==> src/rtl/block_request_chain_validator_assert.svh <==
// ----------------------------------------------------------------------------
// Assertion macros for the request chain validator
// Concurrent checks on i_clk, held off while i_rst_n is low. They compile to
// nothing when SYNTHESIS is defined.
// ----------------------------------------------------------------------------
`ifndef BLOCK_REQUEST_CHAIN_VALIDATOR_ASSERT_SVH
`define BLOCK_REQUEST_CHAIN_VALIDATOR_ASSERT_SVH

`ifndef SYNTHESIS

// Consequent must hold in the same cycle as the antecedent.
`define BRCV_ASSERT_IMPL(name, ante, cons) \
    name: assert property (@(posedge i_clk) disable iff (!i_rst_n) (ante) |-> (cons)) \
        else $error("brcv assertion failed");

// Consequent must hold in the cycle after the antecedent.
`define BRCV_ASSERT_NEXT(name, ante, cons) \
    name: assert property (@(posedge i_clk) disable iff (!i_rst_n) (ante) |=> (cons)) \
        else $error("brcv assertion failed");

`else

`define BRCV_ASSERT_IMPL(name, ante, cons)
`define BRCV_ASSERT_NEXT(name, ante, cons)

`endif

`endif

==> src/rtl/brcv_pkg.sv <==
`timescale 1ns / 1ps
// ----------------------------------------------------------------------------
// brcv_pkg
// Codes, field widths and the classified descriptor record shared by the
// front, the queue and the back of the request chain validator.
// ----------------------------------------------------------------------------
package brcv_pkg;

    localparam int unsigned LEN_W      = 32;
    localparam int unsigned TYPE_W     = 32;
    localparam int unsigned SECTOR_W   = 64;
    localparam int unsigned HEAD_W     = 16;
    localparam int unsigned COUNT_W    = 32;
    localparam int unsigned SEGCNT_W   = 9;
    localparam int unsigned OUTCOME_W  = 3;
    localparam int unsigned SECT_SHIFT = 9;
    localparam int unsigned LEN_SECT_W = LEN_W - SECT_SHIFT;

    localparam logic [LEN_W-1:0] HDR_BYTES    = 32'd16;
    localparam logic [LEN_W-1:0] STATUS_BYTES = 32'd1;

    localparam logic [TYPE_W-1:0] TYPE_READ  = 32'd0;
    localparam logic [TYPE_W-1:0] TYPE_WRITE = 32'd1;
    localparam logic [TYPE_W-1:0] TYPE_FLUSH = 32'd4;

    localparam logic [OUTCOME_W-1:0] OUT_READ  = 3'd0;
    localparam logic [OUTCOME_W-1:0] OUT_WRITE = 3'd1;
    localparam logic [OUTCOME_W-1:0] OUT_FLUSH = 3'd2;
    localparam logic [OUTCOME_W-1:0] OUT_DROP  = 3'd3;
    localparam logic [OUTCOME_W-1:0] OUT_BAD   = 3'd4;
    localparam logic [OUTCOME_W-1:0] ERR_NONE  = 3'd0;

    localparam int unsigned FIFO_AW    = 2;
    localparam int unsigned FIFO_DEPTH = 1 << FIFO_AW;

    // One descriptor after classification by the front.
    typedef struct packed {
        logic [LEN_SECT_W-1:0] sectors;
        logic                  data_ok;
        logic                  status_ok;
        logic                  ro;
        logic                  last;
        logic                  hdr_ok;
        logic                  is_flush;
        logic                  is_read;
        logic [SECTOR_W-1:0]   hdr_sector;
        logic [HEAD_W-1:0]     head;
    } t_desc_rec;

endpackage

==> src/rtl/brcv_ifs.sv <==
`timescale 1ns / 1ps
// ----------------------------------------------------------------------------
// brcv_desc_if / brcv_res_if
// Valid/ready channels for incoming descriptors and finished chain results.
// ----------------------------------------------------------------------------
interface brcv_desc_if;
    logic        valid;
    logic        ready;
    logic [31:0] desc_len;
    logic        desc_read_only;
    logic        desc_last;
    logic [31:0] hdr_type;
    logic [63:0] hdr_sector;
    logic [15:0] head_index;

    modport source (
        output valid, desc_len, desc_read_only, desc_last, hdr_type, hdr_sector,
               head_index,
        input  ready
    );
    modport sink (
        input  valid, desc_len, desc_read_only, desc_last, hdr_type, hdr_sector,
               head_index,
        output ready
    );
endinterface

interface brcv_res_if;
    logic        valid;
    logic        ready;
    logic [2:0]  outcome;
    logic [63:0] start_sector;
    logic [31:0] sector_count;
    logic [8:0]  segment_count;
    logic [15:0] chain_head;

    modport source (
        output valid, outcome, start_sector, sector_count, segment_count, chain_head,
        input  ready
    );
    modport sink (
        input  valid, outcome, start_sector, sector_count, segment_count, chain_head,
        output ready
    );
endinterface

==> src/rtl/brcv_front.sv <==
`timescale 1ns / 1ps
// ----------------------------------------------------------------------------
// brcv_front
// Takes descriptors and decodes lengths and request types into a compact
// record that is pushed into the queue.
// ----------------------------------------------------------------------------
module brcv_front
    import brcv_pkg::*;
(
    brcv_desc_if.sink  i_desc,
    input  logic       i_full,
    output logic       o_push,
    output t_desc_rec  o_rec
);

    logic type_read;
    logic type_write;
    logic type_flush;

    assign i_desc.ready = !i_full;
    assign o_push       = i_desc.valid && !i_full;

    assign type_read  = (i_desc.hdr_type == TYPE_READ);
    assign type_write = (i_desc.hdr_type == TYPE_WRITE);
    assign type_flush = (i_desc.hdr_type == TYPE_FLUSH);

    always_comb begin
        o_rec.sectors    = i_desc.desc_len[LEN_W-1:SECT_SHIFT];
        // Nonzero and a whole number of sectors.
        o_rec.data_ok    = (i_desc.desc_len[LEN_W-1:SECT_SHIFT] != '0)
                        && (i_desc.desc_len[SECT_SHIFT-1:0] == '0);
        o_rec.status_ok  = (i_desc.desc_len == STATUS_BYTES);
        o_rec.ro         = i_desc.desc_read_only;
        o_rec.last       = i_desc.desc_last;
        o_rec.hdr_ok     = (i_desc.desc_len == HDR_BYTES)
                        && (type_read || type_write || type_flush);
        o_rec.is_flush   = type_flush;
        o_rec.is_read    = type_read;
        o_rec.hdr_sector = i_desc.hdr_sector;
        o_rec.head       = i_desc.head_index;
    end

endmodule

==> src/rtl/brcv_fifo.sv <==
`timescale 1ns / 1ps
// ----------------------------------------------------------------------------
// brcv_fifo
// Short show-ahead queue of classified descriptors between front and back.
// ----------------------------------------------------------------------------
`include "block_request_chain_validator_assert.svh"

module brcv_fifo
    import brcv_pkg::*;
(
    input  logic      i_clk,
    input  logic      i_rst_n,
    input  logic      i_push,
    input  t_desc_rec i_push_data,
    output logic      o_full,
    input  logic      i_pop,
    output logic      o_valid,
    output t_desc_rec o_data
);

    t_desc_rec              r_mem [FIFO_DEPTH];
    logic [FIFO_AW-1:0]     r_wr_ptr;
    logic [FIFO_AW-1:0]     r_rd_ptr;
    logic [FIFO_AW:0]       r_count;

    assign o_full  = (r_count == (FIFO_AW+1)'(FIFO_DEPTH));
    assign o_valid = (r_count != '0);
    assign o_data  = r_mem[r_rd_ptr];

    always_ff @(posedge i_clk) begin
        if (i_push) begin
            r_mem[r_wr_ptr] <= i_push_data;
        end
    end

    always_ff @(posedge i_clk) begin
        if (!i_rst_n) begin
            r_wr_ptr <= '0;
            r_rd_ptr <= '0;
            r_count  <= '0;
        end else begin
            if (i_push) begin
                r_wr_ptr <= r_wr_ptr + FIFO_AW'(1);
            end
            if (i_pop) begin
                r_rd_ptr <= r_rd_ptr + FIFO_AW'(1);
            end
            if (i_push && !i_pop) begin
                r_count <= r_count + (FIFO_AW+1)'(1);
            end else if (i_pop && !i_push) begin
                r_count <= r_count - (FIFO_AW+1)'(1);
            end
        end
    end

    `BRCV_ASSERT_IMPL(a_fifo_no_overflow, o_full, !i_push)
    `BRCV_ASSERT_IMPL(a_fifo_no_underflow, !o_valid, !i_pop)
    `BRCV_ASSERT_NEXT(a_fifo_push_fills, i_push, o_valid)

endmodule

==> src/rtl/brcv_back.sv <==
`timescale 1ns / 1ps
// ----------------------------------------------------------------------------
// brcv_back
// Chain state machine: applies header, data and status checks to queued
// descriptors and registers one result per chain.
// ----------------------------------------------------------------------------
`include "block_request_chain_validator_assert.svh"

module brcv_back
    import brcv_pkg::*;
#(
    parameter int unsigned MAX_SEGMENTS = 256
) (
    input  logic                i_clk,
    input  logic                i_rst_n,
    input  logic [SECTOR_W-1:0] i_cap,
    input  logic                i_valid,
    input  t_desc_rec           i_rec,
    output logic                o_pop,
    brcv_res_if.source          o_res
);

    localparam int unsigned SEG_W = $clog2(MAX_SEGMENTS + 1);

    typedef enum logic [2:0] {
        PH_HEADER = 3'b001,
        PH_DATA   = 3'b010,
        PH_SKIP   = 3'b100
    } t_phase;

    typedef enum logic [1:0] {
        KIND_READ  = 2'd0,
        KIND_WRITE = 2'd1,
        KIND_FLUSH = 2'd2
    } t_kind;

    t_phase                r_phase, n_phase;
    t_kind                 r_kind, n_kind;
    logic [SECTOR_W-1:0]   r_saved, n_saved;
    logic [COUNT_W-1:0]    r_running, n_running;
    logic [SEG_W-1:0]      r_segs, n_segs;
    logic [OUTCOME_W-1:0]  r_err, n_err;
    logic [HEAD_W-1:0]     r_head, n_head;
    logic [SECTOR_W-1:0]   r_room, n_room;

    logic                  r_out_valid;
    logic [OUTCOME_W-1:0]  r_out_outcome;
    logic [SECTOR_W-1:0]   r_out_sector;
    logic [COUNT_W-1:0]    r_out_count;
    logic [SEGCNT_W-1:0]   r_out_segs;
    logic [HEAD_W-1:0]     r_out_head;

    logic                  out_free;
    logic                  hdr_pop;
    logic [SECTOR_W-1:0]   room_base;
    logic [COUNT_W:0]      total;
    logic                  data_bad;
    logic                  emit;
    logic [OUTCOME_W-1:0]  emit_outcome;
    logic                  emit_drop;
    logic [SEG_W+SEGCNT_W-1:0] segs_wide;

    // A descriptor that ends no chain moves on even while a result waits.
    assign out_free = !r_out_valid || o_res.ready;
    assign o_pop    = i_valid && (!i_rec.last || out_free);
    assign hdr_pop  = o_pop && (r_phase == PH_HEADER);

    // Room left on the device past the start sector; a header loads it at once.
    assign room_base = hdr_pop ? i_rec.hdr_sector : r_saved;
    assign n_room    = i_cap - room_base;

    assign total = {1'b0, r_running} + (COUNT_W+1)'(i_rec.sectors);

    assign data_bad = !i_rec.data_ok
                   || ((r_kind == KIND_READ) && i_rec.ro)
                   || total[COUNT_W]
                   || ({{(SECTOR_W-COUNT_W-1){1'b0}}, total} > r_room)
                   || (r_segs >= SEG_W'(MAX_SEGMENTS));

    always_comb begin
        n_phase      = r_phase;
        n_kind       = r_kind;
        n_saved      = r_saved;
        n_running    = r_running;
        n_segs       = r_segs;
        n_err        = r_err;
        n_head       = r_head;
        emit         = 1'b0;
        emit_outcome = OUT_BAD;
        if (o_pop) begin
            case (r_phase)
                PH_HEADER: begin
                    n_saved   = i_rec.hdr_sector;
                    n_head    = i_rec.head;
                    n_running = '0;
                    n_segs    = '0;
                    n_err     = ERR_NONE;
                    n_kind    = KIND_READ;
                    if (!i_rec.hdr_ok) begin
                        n_err   = OUT_DROP;
                        n_phase = PH_SKIP;
                    end else if (i_rec.is_flush) begin
                        n_kind  = KIND_FLUSH;
                        n_phase = PH_SKIP;
                    end else begin
                        n_kind = i_rec.is_read ? KIND_READ : KIND_WRITE;
                        if (i_rec.hdr_sector >= i_cap) begin
                            n_err   = OUT_BAD;
                            n_phase = PH_SKIP;
                        end else begin
                            n_phase = PH_DATA;
                        end
                    end
                    if (i_rec.last) begin
                        emit    = 1'b1;
                        n_phase = PH_HEADER;
                        if (n_err != ERR_NONE) begin
                            emit_outcome = n_err;
                        end else if (n_kind == KIND_FLUSH) begin
                            emit_outcome = OUT_FLUSH;
                        end else begin
                            emit_outcome = OUT_BAD;
                        end
                    end
                end
                PH_DATA: begin
                    if (i_rec.last) begin
                        emit    = 1'b1;
                        n_phase = PH_HEADER;
                        if (!i_rec.status_ok || i_rec.ro || (r_running == '0)) begin
                            emit_outcome = OUT_BAD;
                        end else begin
                            emit_outcome = {1'b0, r_kind};
                        end
                    end else if (data_bad) begin
                        n_err   = OUT_BAD;
                        n_phase = PH_SKIP;
                    end else begin
                        n_running = total[COUNT_W-1:0];
                        n_segs    = r_segs + SEG_W'(1);
                    end
                end
                PH_SKIP: begin
                    if (i_rec.last) begin
                        emit         = 1'b1;
                        n_phase      = PH_HEADER;
                        emit_outcome = (r_err != ERR_NONE) ? r_err : OUT_FLUSH;
                    end
                end
                default: begin
                    n_phase = PH_HEADER;
                end
            endcase
        end
    end

    assign emit_drop = (emit_outcome == OUT_DROP);
    assign segs_wide = {{SEGCNT_W{1'b0}}, n_segs};

    always_ff @(posedge i_clk) begin
        if (!i_rst_n) begin
            r_phase   <= PH_HEADER;
            r_kind    <= KIND_READ;
            r_running <= '0;
            r_segs    <= '0;
            r_err     <= ERR_NONE;
        end else begin
            r_phase   <= n_phase;
            r_kind    <= n_kind;
            r_running <= n_running;
            r_segs    <= n_segs;
            r_err     <= n_err;
        end
    end

    always_ff @(posedge i_clk) begin
        r_saved <= n_saved;
        r_head  <= n_head;
        r_room  <= n_room;
    end

    always_ff @(posedge i_clk) begin
        if (!i_rst_n) begin
            r_out_valid <= 1'b0;
        end else if (emit) begin
            r_out_valid <= 1'b1;
        end else if (o_res.ready) begin
            r_out_valid <= 1'b0;
        end
    end

    // A dropped header reports no sector range or data totals.
    always_ff @(posedge i_clk) begin
        if (emit) begin
            r_out_outcome <= emit_outcome;
            r_out_sector  <= emit_drop ? '0 : n_saved;
            r_out_count   <= emit_drop ? '0 : n_running;
            r_out_segs    <= emit_drop ? '0 : segs_wide[SEGCNT_W-1:0];
            r_out_head    <= n_head;
        end
    end

    assign o_res.valid         = r_out_valid;
    assign o_res.outcome       = r_out_outcome;
    assign o_res.start_sector  = r_out_sector;
    assign o_res.sector_count  = r_out_count;
    assign o_res.segment_count = r_out_segs;
    assign o_res.chain_head    = r_out_head;

    `BRCV_ASSERT_NEXT(a_last_gives_result, o_pop && i_rec.last, r_out_valid)
    `BRCV_ASSERT_NEXT(a_mid_chain_stays, o_pop && !i_rec.last, r_phase != PH_HEADER)
    `BRCV_ASSERT_IMPL(a_drop_is_empty, r_out_valid && (r_out_outcome == OUT_DROP), (r_out_sector == '0) && (r_out_count == '0) && (r_out_segs == '0))
    `BRCV_ASSERT_IMPL(a_totals_agree, 1'b1, (r_segs == '0) == (r_running == '0))

endmodule

==> src/rtl/block_request_chain_validator.sv <==
`timescale 1ns / 1ps
// ----------------------------------------------------------------------------
// block_request_chain_validator
// Checks the descriptors of block request chains and reports one result per
// chain: request type, start sector, sector and segment totals, head index.
// ----------------------------------------------------------------------------
//  Port          Dir  Handshake          Carries
//  i_desc        in   valid/ready        one descriptor of a request chain
//  o_res         out  valid/ready        one result per finished chain
//  i_cfg_we/data in   write enable only  device capacity in sectors
//
//  One descriptor per cycle is taken while the queue is not full; the front
//  decodes it in the cycle it arrives and the back handles it from a 4-entry
//  queue, so a result passes through the queue and the result register after
//  the last descriptor. The back checks each descriptor combinationally and
//  takes the next one as the queue shows it. A last descriptor waits in the
//  queue while the result register is full; other descriptors keep flowing.
//  Synchronous reset sets the capacity to one sector.
// ----------------------------------------------------------------------------
module block_request_chain_validator
    import brcv_pkg::*;
#(
    parameter int unsigned MAX_SEGMENTS = 256
) (
    input  logic                i_clk,
    input  logic                i_rst_n,
    brcv_desc_if.sink           i_desc,
    brcv_res_if.source          o_res,
    input  logic                i_cfg_we,
    input  logic [SECTOR_W-1:0] i_cfg_data
);

    logic [SECTOR_W-1:0] r_capacity;
    logic                push;
    t_desc_rec           push_rec;
    logic                fifo_full;
    logic                fifo_valid;
    t_desc_rec           fifo_rec;
    logic                pop;

    always_ff @(posedge i_clk) begin
        if (!i_rst_n) begin
            r_capacity <= SECTOR_W'(1);
        end else if (i_cfg_we) begin
            r_capacity <= i_cfg_data;
        end
    end

    brcv_front u_front (
        .i_desc (i_desc),
        .i_full (fifo_full),
        .o_push (push),
        .o_rec  (push_rec)
    );

    brcv_fifo u_fifo (
        .i_clk       (i_clk),
        .i_rst_n     (i_rst_n),
        .i_push      (push),
        .i_push_data (push_rec),
        .o_full      (fifo_full),
        .i_pop       (pop),
        .o_valid     (fifo_valid),
        .o_data      (fifo_rec)
    );

    brcv_back #(
        .MAX_SEGMENTS (MAX_SEGMENTS)
    ) u_back (
        .i_clk   (i_clk),
        .i_rst_n (i_rst_n),
        .i_cap   (r_capacity),
        .i_valid (fifo_valid),
        .i_rec   (fifo_rec),
        .o_pop   (pop),
        .o_res   (o_res)
    );

endmodule
==> src/flat_wrapper.sv <==
// flat-port wrapper written by rule: the top's interface ports become plain ports
module block_request_chain_validator_flat import brcv_pkg::*;
#(
    parameter int unsigned MAX_SEGMENTS = 256
)
  (i_clk, i_rst_n, i_cfg_we, i_cfg_data, i_desc_valid, i_desc_desc_len, i_desc_desc_read_only, i_desc_desc_last, i_desc_hdr_type, i_desc_hdr_sector, i_desc_head_index, i_desc_ready, o_res_valid, o_res_outcome, o_res_start_sector, o_res_sector_count, o_res_segment_count, o_res_chain_head, o_res_ready);
  brcv_desc_if i_desc_i ();
  brcv_res_if o_res_i ();
  input  logic i_clk;
  input  logic i_rst_n;
  input  logic i_cfg_we;
  input  logic [SECTOR_W-1:0] i_cfg_data;
  input wire logic [$bits(i_desc_i.valid)-1:0] i_desc_valid;
  input wire logic [$bits(i_desc_i.desc_len)-1:0] i_desc_desc_len;
  input wire logic [$bits(i_desc_i.desc_read_only)-1:0] i_desc_desc_read_only;
  input wire logic [$bits(i_desc_i.desc_last)-1:0] i_desc_desc_last;
  input wire logic [$bits(i_desc_i.hdr_type)-1:0] i_desc_hdr_type;
  input wire logic [$bits(i_desc_i.hdr_sector)-1:0] i_desc_hdr_sector;
  input wire logic [$bits(i_desc_i.head_index)-1:0] i_desc_head_index;
  output wire logic [$bits(i_desc_i.ready)-1:0] i_desc_ready;
  output wire logic [$bits(o_res_i.valid)-1:0] o_res_valid;
  output wire logic [$bits(o_res_i.outcome)-1:0] o_res_outcome;
  output wire logic [$bits(o_res_i.start_sector)-1:0] o_res_start_sector;
  output wire logic [$bits(o_res_i.sector_count)-1:0] o_res_sector_count;
  output wire logic [$bits(o_res_i.segment_count)-1:0] o_res_segment_count;
  output wire logic [$bits(o_res_i.chain_head)-1:0] o_res_chain_head;
  input wire logic [$bits(o_res_i.ready)-1:0] o_res_ready;
  assign i_desc_i.valid = i_desc_valid;
  assign i_desc_i.desc_len = i_desc_desc_len;
  assign i_desc_i.desc_read_only = i_desc_desc_read_only;
  assign i_desc_i.desc_last = i_desc_desc_last;
  assign i_desc_i.hdr_type = i_desc_hdr_type;
  assign i_desc_i.hdr_sector = i_desc_hdr_sector;
  assign i_desc_i.head_index = i_desc_head_index;
  assign i_desc_ready = i_desc_i.ready;
  assign o_res_valid = o_res_i.valid;
  assign o_res_outcome = o_res_i.outcome;
  assign o_res_start_sector = o_res_i.start_sector;
  assign o_res_sector_count = o_res_i.sector_count;
  assign o_res_segment_count = o_res_i.segment_count;
  assign o_res_chain_head = o_res_i.chain_head;
  assign o_res_i.ready = o_res_ready;
  block_request_chain_validator #(.MAX_SEGMENTS(MAX_SEGMENTS)) u_core (.i_clk(i_clk), .i_rst_n(i_rst_n), .i_desc(i_desc_i), .o_res(o_res_i), .i_cfg_we(i_cfg_we), .i_cfg_data(i_cfg_data));
endmodule
==> config.mk <==
export PLATFORM = sky130hd
export DESIGN_NAME = block_request_chain_validator_flat
export DESIGN_NICKNAME = d
export VERILOG_FILES = /design/src/rtl/brcv_pkg.sv /design/src/rtl/brcv_ifs.sv /design/src/rtl/brcv_front.sv /design/src/rtl/brcv_fifo.sv /design/src/rtl/brcv_back.sv /design/src/rtl/block_request_chain_validator.sv /design/src/flat_wrapper.sv
export VERILOG_INCLUDE_DIRS = /design/src /design/src/rtl
export SDC_FILE = /design/constraint.sdc
export NUM_CORES = 1
export LEC_CHECK = 0
export BUFFER_PORTS_ARGS = -buffer_cell sky130_fd_sc_hd__buf_4
export CAP_MARGIN = 10
export CORE_MARGIN = 3
export CORE_UTILIZATION = 40
export DETAILED_ROUTE_END_ITERATION = 10
export PLACE_DENSITY = 0.63
export RECOVER_POWER = 50
export SKIP_LAST_GASP = 1
export SYNTH_ARGS = -nofsm -noshare
export SYNTH_HDL_FRONTEND = slang
export SYNTH_SLANG_ARGS = --single-unit
export TNS_END_PERCENT = 10
==> constraint.sdc <==
create_clock -name i_clk -period 7.4 [get_ports i_clk]
set_input_delay 0.37 -clock i_clk [delete_from_list [all_inputs] [get_ports i_clk]]
set_output_delay 0.37 -clock i_clk [all_outputs]
set_load 0.05 [all_outputs]
# Word level (Yosys, flattened, before mapping)
# Memories as Yosys holds them, arrays and structs flattened. A register that Yosys moved wholly into a read port is not among the register bits.
# Cells that the tools add are included.
# W data, S select, Z words.
# classes
add_sub_neg	7
n_lt_le_gt_ge	3
eq_ne	14
mux	53
reduce_logical	40
# ops
op	count
$mux W64	3
$mux W32	3
$mux W3	23
$eq A32 B1 Y1 const B	2
$ge A64 B64 Y1	1
$gt A33 B64 Y1	1
$logic_not A32 Y1	2
$pmux W32 S2	1
$sub A64 B64 Y64	1
$add A32 B23 Y33	1
$eq A32 B3 Y1 const B	1
$eq A32 B5 Y1 const B	1
$mux W16	2
$mux W9	3
$reduce_bool A23 Y1	1
$pmux W3 S3	2
$pmux W9 S2	1
$mux W2	6
$logic_or A1 B1 Y1	10
$add A9 B1 Y9 const B	1
$ge A9 B9 Y1 const B	1
$logic_not A9 Y1	1
$reduce_bool A3 Y1	3
$logic_and A1 B1 Y1	8
other kinds (18)	38
# word_totals
regBits	389
mem_bits_rw	440
input_bits	215
out_inout_bits	126
word_cells	136
mem_count	1
# memory_table
memory	depth	word_bits	rd	rd_clocked_by_memory_dff	wr	line_no	text
u_core.u_fifo.r_mem	4	110	1	1	1	brcv_fifo.sv:21	t_desc_rec r_mem [FIFO_DEPTH];

# Logic depth before layout (Yosys ltp)
# Gate-level depths: netlist of the first run.
# logic_depth
depth_word	12
depth_mapped	30
depth_no_buf	23

# Modules after synthesis
# From an unflattened synthesis of the first run, not the netlist that was laid out.
# hier_totals
hier_cells	2942
area_unflattened_um2	38150.3
# modules_own_cells
module	instances	cells_per_inst	area_each_um2	seq_area_each_um2
brcv_back	1	1979	18380.1	7587.3
brcv_fifo	1	617	16323.2	13392.8
block_request_chain_validator	1	206	2448.6	1281.2
brcv_front	1	140	998.5	0.0

# Least setup slack after synthesis of the first run
# No wires, ideal clock.
# synth_timing
path_kind	register to register
from	register (tool-made name)
to	register u_core.u_back.r_out_head[0], in the netlist u_core.u_back.o_res.chain_head[0] (enable)
setup_ps	610
arrival_time_ps	6603
required_ps	6790
slack_ps	187
stages_incl_launch_ff	7
n_path_buf	1
synth_period_minus_slack_ps	7213
cell_sequence	dfxtp_1 -> buf_6 -> mux4_2 -> nand2_1 -> o31a_4 -> o21ai_1 -> nor2_1
# synth_lines
item	line_no	text
to (signal assigned)	brcv_back.sv:199	r_out_head <= n_head;
to (decl)	brcv_back.sv:51	logic [HEAD_W-1:0] r_out_head;

==> impl_metrics.json, run 1 <==
{
  "status": "finished, violations left",
  "violations": "max-capacitance violations, max-slew violations",
  "min_period_ns": 6.610,
  "period_share_pct": 89.32,
  "grt_pass1_vias": 24031,
  "p_per_area_nw_per_um2": 441.9,
  "wl_per_cell_um": 20.41,
  "cts_root_buffer": "clkbuf_16",
  "die_w_um": 310.4,
  "place.gp.congestion": 0.8501,
  "start_util_pct": 40.38,
  "grt_max_degree": 87,
  "die_h_um": 310.4,
  "drt_wl_total_mm": 95.48,
  "vias_per_cell": 5.107,
  "drt_iter0_drc": 1510,
  "yosys.area.top_type": "edfxtp_1",
  "synth_edf_count": 564,
  "path_class": "reg -> reg",
  "grt-ovfl-total": 0,
  "clk_pin_slew_ns": 0.06,
  "cap_violations": 7,
  "critPathLaunchType": "flop",
  "hold_path.class": "in -> reg",
  "rrSetupSlack_ns": 0.79,
  "ir_drop_uv": 245.3,
  "tightest_slew_ns": 3.066,
  "postSynthAreaPerCell_sq_um": 13.11,
  "insertion_delay_ns": 0.66,
  "crit_arrival_ns": 7.01,
  "crit_fanout": 21,
  "worstSetupEndpointType": "flop",
  "r2r_end": "u_core.u_back.o_res.sector_count[26]$_SDFFCE_PN0P_",
  "relSlewSlack_pct": -104.4,
  "boundaryPins": 341,
  "yosys-top-cells-area": "edfxtp_1 (46%), dfxtp_1 (14%), mux4_2 (6.7%), ha_1 (6.4%), mux2i_1 (3.6%)",
  "row_count": 111,
  "syn_to_final_growth_pct": 20.83,
  "postCtsSetupBuffers": 0,
  "ys.flop_type": "edfxtp_1",
  "htree_levels": 3,
  "track_usage_pct": 19.75,
  "vias": 23894,
  "grt_pass1_wl_mm": 144.2,
  "timing.fmax_ghz": 0.1513,
  "cp_data_required_time_ns": 7.80,
  "tritoncts": "built",
  "core-area_sq_um": 91800,
  "synth_nets": 3234,
  "dr.pass1.iters": 5,
  "synth_top_area_share_pct": 45.68,
  "drive_above_1_share_pct": 12.41,
  "rr_worst_depth": 23,
  "fin_ws_ns": 0.7904,
  "antenna_found_initial": 5,
  "pre_cts_slack_ns": 0.7765,
  "fp.dieArea_sq_um": 96370,
  "dp_hpwl_mm": 66.17,
  "p_leak_nw": 17.37,
  "synth-seq-cells": 830,
  "detail-route-antenna-nets": 0,
  "ys_types": 83,
  "cts_buffers": 90,
  "rsz0062_at_grt": "no",
  "min_path_cells": 3,
  "clock_sinks": 830,
  "setup_viol": 0,
  "maxSlewViolCount": 305,
  "synth_most_common_cell": "edfxtp_1",
  "drc_errors": 0,
  "port_buffers": 340,
  "ys.warnings.count": 0,
  "hold_viol": 0,
  "clock_skew_ns": 0.02596,
  "ys_seq_area_share_pct": 60.05,
  "yosys-top-cells-count": "edfxtp_1 (564), dfxtp_1 (266), inv_1 (204)",
  "netlist_instances": 2827,
  "syn-cell-area_sq_um": 37070,
  "cp-endpoint": "u_core.u_back.o_res.sector_count[26]$_SDFFCE_PN0P_",
  "nNetsFinal": 3763,
  "setup_tns_ns": 0,
  "cts_buffer_depth": 3,
  "num-fill-cells": 8217,
  "synth_async_sr_flop_share_pct": 0
}
[sequential cells by signal (all words and copies together) (netlist names), named ones only]
name                               count
u_core.r_capacity                     64
u_core.u_back.o_res.chain_head        16
u_core.u_back.o_res.outcome            3
u_core.u_back.o_res.sector_count      32
u_core.u_back.o_res.segment_count      9
u_core.u_back.o_res.start_sector      64
u_core.u_back.o_res.valid              1
u_core.u_back.r_err                    2
u_core.u_back.r_head                  16
u_core.u_back.r_kind                   2
u_core.u_back.r_phase                  3
u_core.u_back.r_room                  64
u_core.u_back.r_running               32
u_core.u_back.r_saved                 64
u_core.u_back.r_segs                   9
u_core.u_fifo.r_count                  3
u_core.u_fifo.r_mem                  440
u_core.u_fifo.r_rd_ptr                 2
u_core.u_fifo.r_wr_ptr                 2
[what timing repair did]
item,CTS,global route
gates resized for setup,0,0
hold buffers,169,0
endpoints found under the setup margin,0,0
endpoints found under the hold margin,484,0
[layout by cell type (no fill, tap or decap), types with 88 or more instances in the layout]
| master | n |
|---|---|
| a21o_1 | 88 |
| a21oi_1 | 135 |
| buf_4 | 127 |
| clkbuf_1 | 252 |
| clkbuf_16 | 92 |
| dfxtp_1 | 264 |
| dlygate4sd3_1 | 169 |
| edfxtp_1 | 564 |
| ha_1 | 189 |
| inv_1 | 204 |
| mux2i_1 | 134 |
| mux4_2 | 110 |
| nand2_1 | 197 |
| nor2_1 | 162 |
| nor2b_1 | 97 |
[how the worst min path moves through the flow]
stage                                                   endpoint                        startpoint  slack, ns
after floorplan                  u_core.u_back.r_head[0]$_DFF_P_   u_core.u_back.r_head[0]$_DFF_P_       0.41
after global placement          u_core.u_back.r_saved[0]$_DFF_P_  u_core.u_back.r_saved[0]$_DFF_P_       0.42
after detailed placement        u_core.u_back.r_head[12]$_DFF_P_  u_core.u_back.r_head[12]$_DFF_P_       0.43
after CTS                 u_core.u_back.o_res.valid$_SDFFE_PN0P_                       o_res_ready       0.04
after global routing      u_core.u_back.o_res.valid$_SDFFE_PN0P_                       o_res_ready       0.08
final                     u_core.u_back.o_res.valid$_SDFFE_PN0P_                       o_res_ready       0.09
[worst max-delay path: stages, from the launching register on]
cell,delay (ns)
dfxtp_4,0.63
mux4_2,0.61
ha_1,0.29
a21o_1,0.15
a21oi_1,0.26
o21ai_0,0.17
a21o_1,0.26
a2111oi_0,0.41
nor3_1,0.15
a31o_2,0.36
nand2_1,0.12
xnor2_1,0.13
ha_1,0.26
a21o_1,0.18
a21o_1,0.18
a211o_1,0.28
a211o_1,0.29
a211oi_1,0.24
a211oi_2,0.20
nor3_4,0.43
nor2_1,0.07
buf_4,0.22
a221o_1,0.32
and2_1,0.13
[per-stage QoR]
stage / cells / area [sq um] / hold slack (ns) / total power (W) / util, %
after floorplan: 2827 / 37070 / 0.4143 / 0.01308 / -
after global placement: 4338 / 41050 / 0.4241 / 0.01572 / 44.71
after detailed placement: 4338 / 41050 / 0.4319 / 0.01577 / 44.71
after CTS: 4676 / 45690 / 0.04076 / 0.02035 / 49.76
after global routing: 4678 / 44790 / 0.07587 / 0.02107 / 48.79
final: 4679 / 44790 / 0.08610 / 0.01980 / 48.79
[metal layers]
metal	routed length (um)	vias to the layer above	track usage, %
li1	-	11522	-
met1	40580	11672	25.50
met2	48100	552	34.31
met3	4270	144	3.253
met4	2507	4	5.720
met5	23	-	0
[cells by family (layout without fill, tap and decap cells)]
family / after synthesis / count (layout) / share of synthesized area, %
muxes: 247 / 247 / 10.39
AOI/OAI and AO/OA: 448 / 448 / 7.948
and+or+nand+nor: 717 / 717 / 9.744
other: 0 / 3 / 0
adders and majority gates: 192 / 192 / 6.541
buffers and inverters: 303 / 909 / 3.200
DFF: 830 / 830 / 60.05
xor gates and xnor gates: 90 / 90 / 2.126
[cell type report]
class | instances | area, sq um | share of cell area (%)
Inverter | 204 | 765.7 | 1.709
Multi-Input combinational cell | 1694 | 13640 | 30.46
Clock buffer | 120 | 2507 | 5.598
Sequential cell | 830 | 22270 | 49.71
Clock inverter | 49 | 440.4 | 0.9832
Tap cell | 1243 | 1555 | 3.472
Antenna cell | 3 | 7.507 | 0.01676
Timing Repair Buffer | 536 | 3606 | 8.050
[report_power, final]
| part | total, W | internal (W) | switching, W |
|---|---|---|---|
| combinational | 0.00857 | 0.00290 | 0.00567 |
| clock | 0.00445 | 0.00257 | 0.00187 |
| sequential | 0.00678 | 0.00635 | 0.000423 |
(Power assumes the default switching activity.)
==> run 2: changes to the inputs <==
--- a/config.mk
+++ b/config.mk
@@ -9,10 +9,10 @@
 export BUFFER_PORTS_ARGS = -buffer_cell sky130_fd_sc_hd__buf_4
 export CAP_MARGIN = 10
 export CORE_MARGIN = 3
-export CORE_UTILIZATION = 40
+export CORE_UTILIZATION = 50
 export DETAILED_ROUTE_END_ITERATION = 10
-export PLACE_DENSITY = 0.63
-export RECOVER_POWER = 50
+export PLACE_DENSITY = 0.75
+export RECOVER_POWER = 100
 export SKIP_LAST_GASP = 1
 export SYNTH_ARGS = -nofsm -noshare
 export SYNTH_HDL_FRONTEND = slang
==> run 2 against run 1 <==
Net effect:
- the flow still finishes with violations (max-capacitance violations, max-slew violations)
- utilization increased by 11 points
- sequential share of layout area is 0.94 points higher
- worst setup slack lost 0.21 ns
- total power increased by 0.13%
- critical path depth down 4
- sequential cell count unchanged
- first-iteration DRC count is 26% higher
- register-to-register slack lost 0.21 ns
- count of clock-buffer cells in the layout shrank 4
- global-route usage rose by 4.9 points
- hold slack got worse by 0.056 ns
- critical path type unchanged
==> impl_metrics.json, run 2 (synthesis gave the netlist of run 1 again) <==
{
  "insertion_delay_ns": 0.63,
  "tritoncts": "built",
  "tightest_slew_ns": 3.049,
  "place.gp.congestion": 0.9266,
  "crit_top_cell": "a21oi_1",
  "cp_data_required_time_ns": 7.87,
  "die_h_um": 278.3,
  "cts_root_buffer": "clkbuf_16",
  "cap_violations": 16,
  "fin_cells": 4349,
  "antenna_found_initial": 6,
  "grt_use_met2_pct": 42.45,
  "critPathBufInv": 3,
  "clk_pin_slew_ns": 0.06,
  "critPathLaunchType": "flop",
  "vias_per_cell": 5.687,
  "clock_sinks": 830,
  "drc_errors": 0,
  "detail-route-antenna-nets": 0,
  "layout_commonest_cell": "edfxtp_1",
  "cts_buffers": 86,
  "relSlewSlack_pct": -103.3,
  "cpPeakStageDelay_ns": 0.58,
  "grt-ovfl-total": 0,
  "path_class": "reg -> reg",
  "min_period_ns": 6.825,
  "setup_tns_ns": 0,
  "layout_common_cells": "edfxtp_1 (564), dfxtp_1 (264), clkbuf_1 (259)",
  "htree_levels": 3,
  "drt_wl_total_mm": 95.59,
  "grtUsageMet1_pct": 31.02,
  "dr.pass1.iters": 6,
  "clock_skew_ns": 0.02569,
  "grt_pass1_wl_mm": 147.2,
  "vias": 24733,
  "row_count": 99,
  "syn_to_final_growth_pct": 18.58,
  "cts_buffer_depth": 3,
  "port_buffers": 340,
  "boundaryPins": 341,
  "busiest_layer": "met2",
  "met3_usage_pct": 4.245,
  "drive_above_1_share_pct": 11.81,
  "crit_arrival_ns": 7.29,
  "rsz0062_at_grt": "no",
  "cts_resized": 0,
  "track_usage_pct": 24.69,
  "drt_iter0_drc": 1898,
  "crit_family": "compound AO/OA/AOI/OAI gates",
  "wl_per_cell_um": 21.98,
  "violations": "max-capacitance violations, max-slew violations",
  "start_util_pct": 50.64,
  "fp.dieArea_sq_um": 77450,
  "dp_hpwl_mm": 66.49,
  "largest_register": "u_core.u_fifo.r_mem",
  "period_share_pct": 92.22,
  "p_leak_nw": 17.12,
  "grt_max_degree": 106,
  "setup_viol": 0,
  "timing.fmax_ghz": 0.1465,
  "worstSetupEndpointType": "flop",
  "cp_slowest_cell": "mux4_2",
  "crit_chain": "buf_4 > mux4_2 > nand2_1 > o31a_1 > inv_1 > nor2_1 > buf_12 > mux2i_1 > ha_1 > a21oi_1 > o21ai_0 > o21bai_1 > nand3_1 > o31ai_1 > a21oi_1 > nor4_1 > o221ai_1 > mux2_1 > a2111oi_1",
  "die_w_um": 278.3,
  "grt_pass1_vias": 25280,
  "hold_viol": 0,
  "maxSlewViolCount": 628,
  "status": "finished, violations left",
  "ir_drop_uv": 289.3,
  "p_per_area_nw_per_um2": 450.9,
  "nNetsFinal": 3721,
  "core-area_sq_um": 73210,
  "hold_path.class": "in -> reg",
  "dpl.cell_count": 4054,
  "crit_fanout": 37,
  "largest_reg_flops": 440
}
[run 2: cell types whose count changed in the layout (fill, tap and decap cells not counted), sizes merged]
| cell | before | now |
|---|---|---|
| dlygate4sd3 | 169 | 131 |
| buf | 130 | 120 |
| clkbuf | 357 | 363 |
| bufinv | 5 | 10 |
| clkinv | 32 | 27 |
| inv | 212 | 207 |
| clkinvlp | 4 | 5 |
[run 2: path summary, 6_finish.rpt]
| path | from | endpoint | slack (ns) | cells past startpoint |
|---|---|---|---|---|
| hold / removal | i_cfg_data[11] | u_core.r_capacity[11]$_SDFFE_PN0P_ | 0.03 | 3 |
| setup / recovery | flop | u_core.u_back.r_room[34]$_DFF_P_ | 0.58 | 19 |
| hold reg to reg | u_core.u_back.r_head[6]$_DFF_P_ | u_core.u_back.r_head[6]$_DFF_P_ | 0.45 | 2 |
| setup reg to reg | flop | u_core.u_back.r_room[34]$_DFF_P_ | 0.58 | 19 |
[run 2: cell type report]
class                           count  area [sq um]
Fill cell                        5741         29250
Sequential cell                   830         22270
Antenna cell                        3         7.507
Clock buffer                      116          2451
Tap cell                          959          1200
Multi-Input combinational cell   1694         13580
Inverter                          204         765.7
Timing Repair Buffer              498          3176
Clock inverter                     45         509.2
[run 2: report_power, final]
group          leakage, nW  internal [W]  switching [W]  total (W)
clock network         1.44       0.00268        0.00178    0.00447
registers             7.43       0.00638       0.000419    0.00680
logic                 8.25       0.00285        0.00571    0.00856
total                 17.1        0.0119        0.00791     0.0198
[run 2: per-stage QoR]
step	power, W	setup WS [ns]	area [sq um]	util [%]	hold slack, ns
finish	0.01982	0.5755	43960	60.05	0.02972
CTS	0.02023	0.7715	44960	61.42	0.0001664
global placement	0.01541	0.8685	40690	55.58	0.4251
global route	0.02096	0.1663	43950	60.04	0.01401
detailed placement	0.01563	0.7806	40690	55.58	0.4347
floorplan	0.01308	0.1865	37070	-	0.4143
[run 2: layer usage]
layer  wire length (um)  up-vias
met2              47760      942
met4               3988       10
li1                   -    11431
met1              37770    12165
met5                 63        -
met3               6009      185
[run 2: repair_timing]
action	in CTS	in global routing
hold endpoints to repair	446	0
hold buffers	131	0
setup buffers	0	0
[run 2: worst reg2reg max path: stages (launching register included)]
cell and delay, ns:
dfxtp_4 0.56, buf_4 0.50, mux4_2 0.59, nand2_1 0.16, o31a_1 0.37, inv_1 0.22
nor2_1 0.27, buf_12 0.33, mux2i_1 0.49, ha_1 0.38, a21oi_1 0.17, o21ai_0 0.14
o21bai_1 0.31, nand3_1 0.24, o31ai_1 0.43, a21oi_1 0.16, nor4_1 0.29, o221ai_1 0.23
mux2_1 0.34, a2111oi_1 0.49
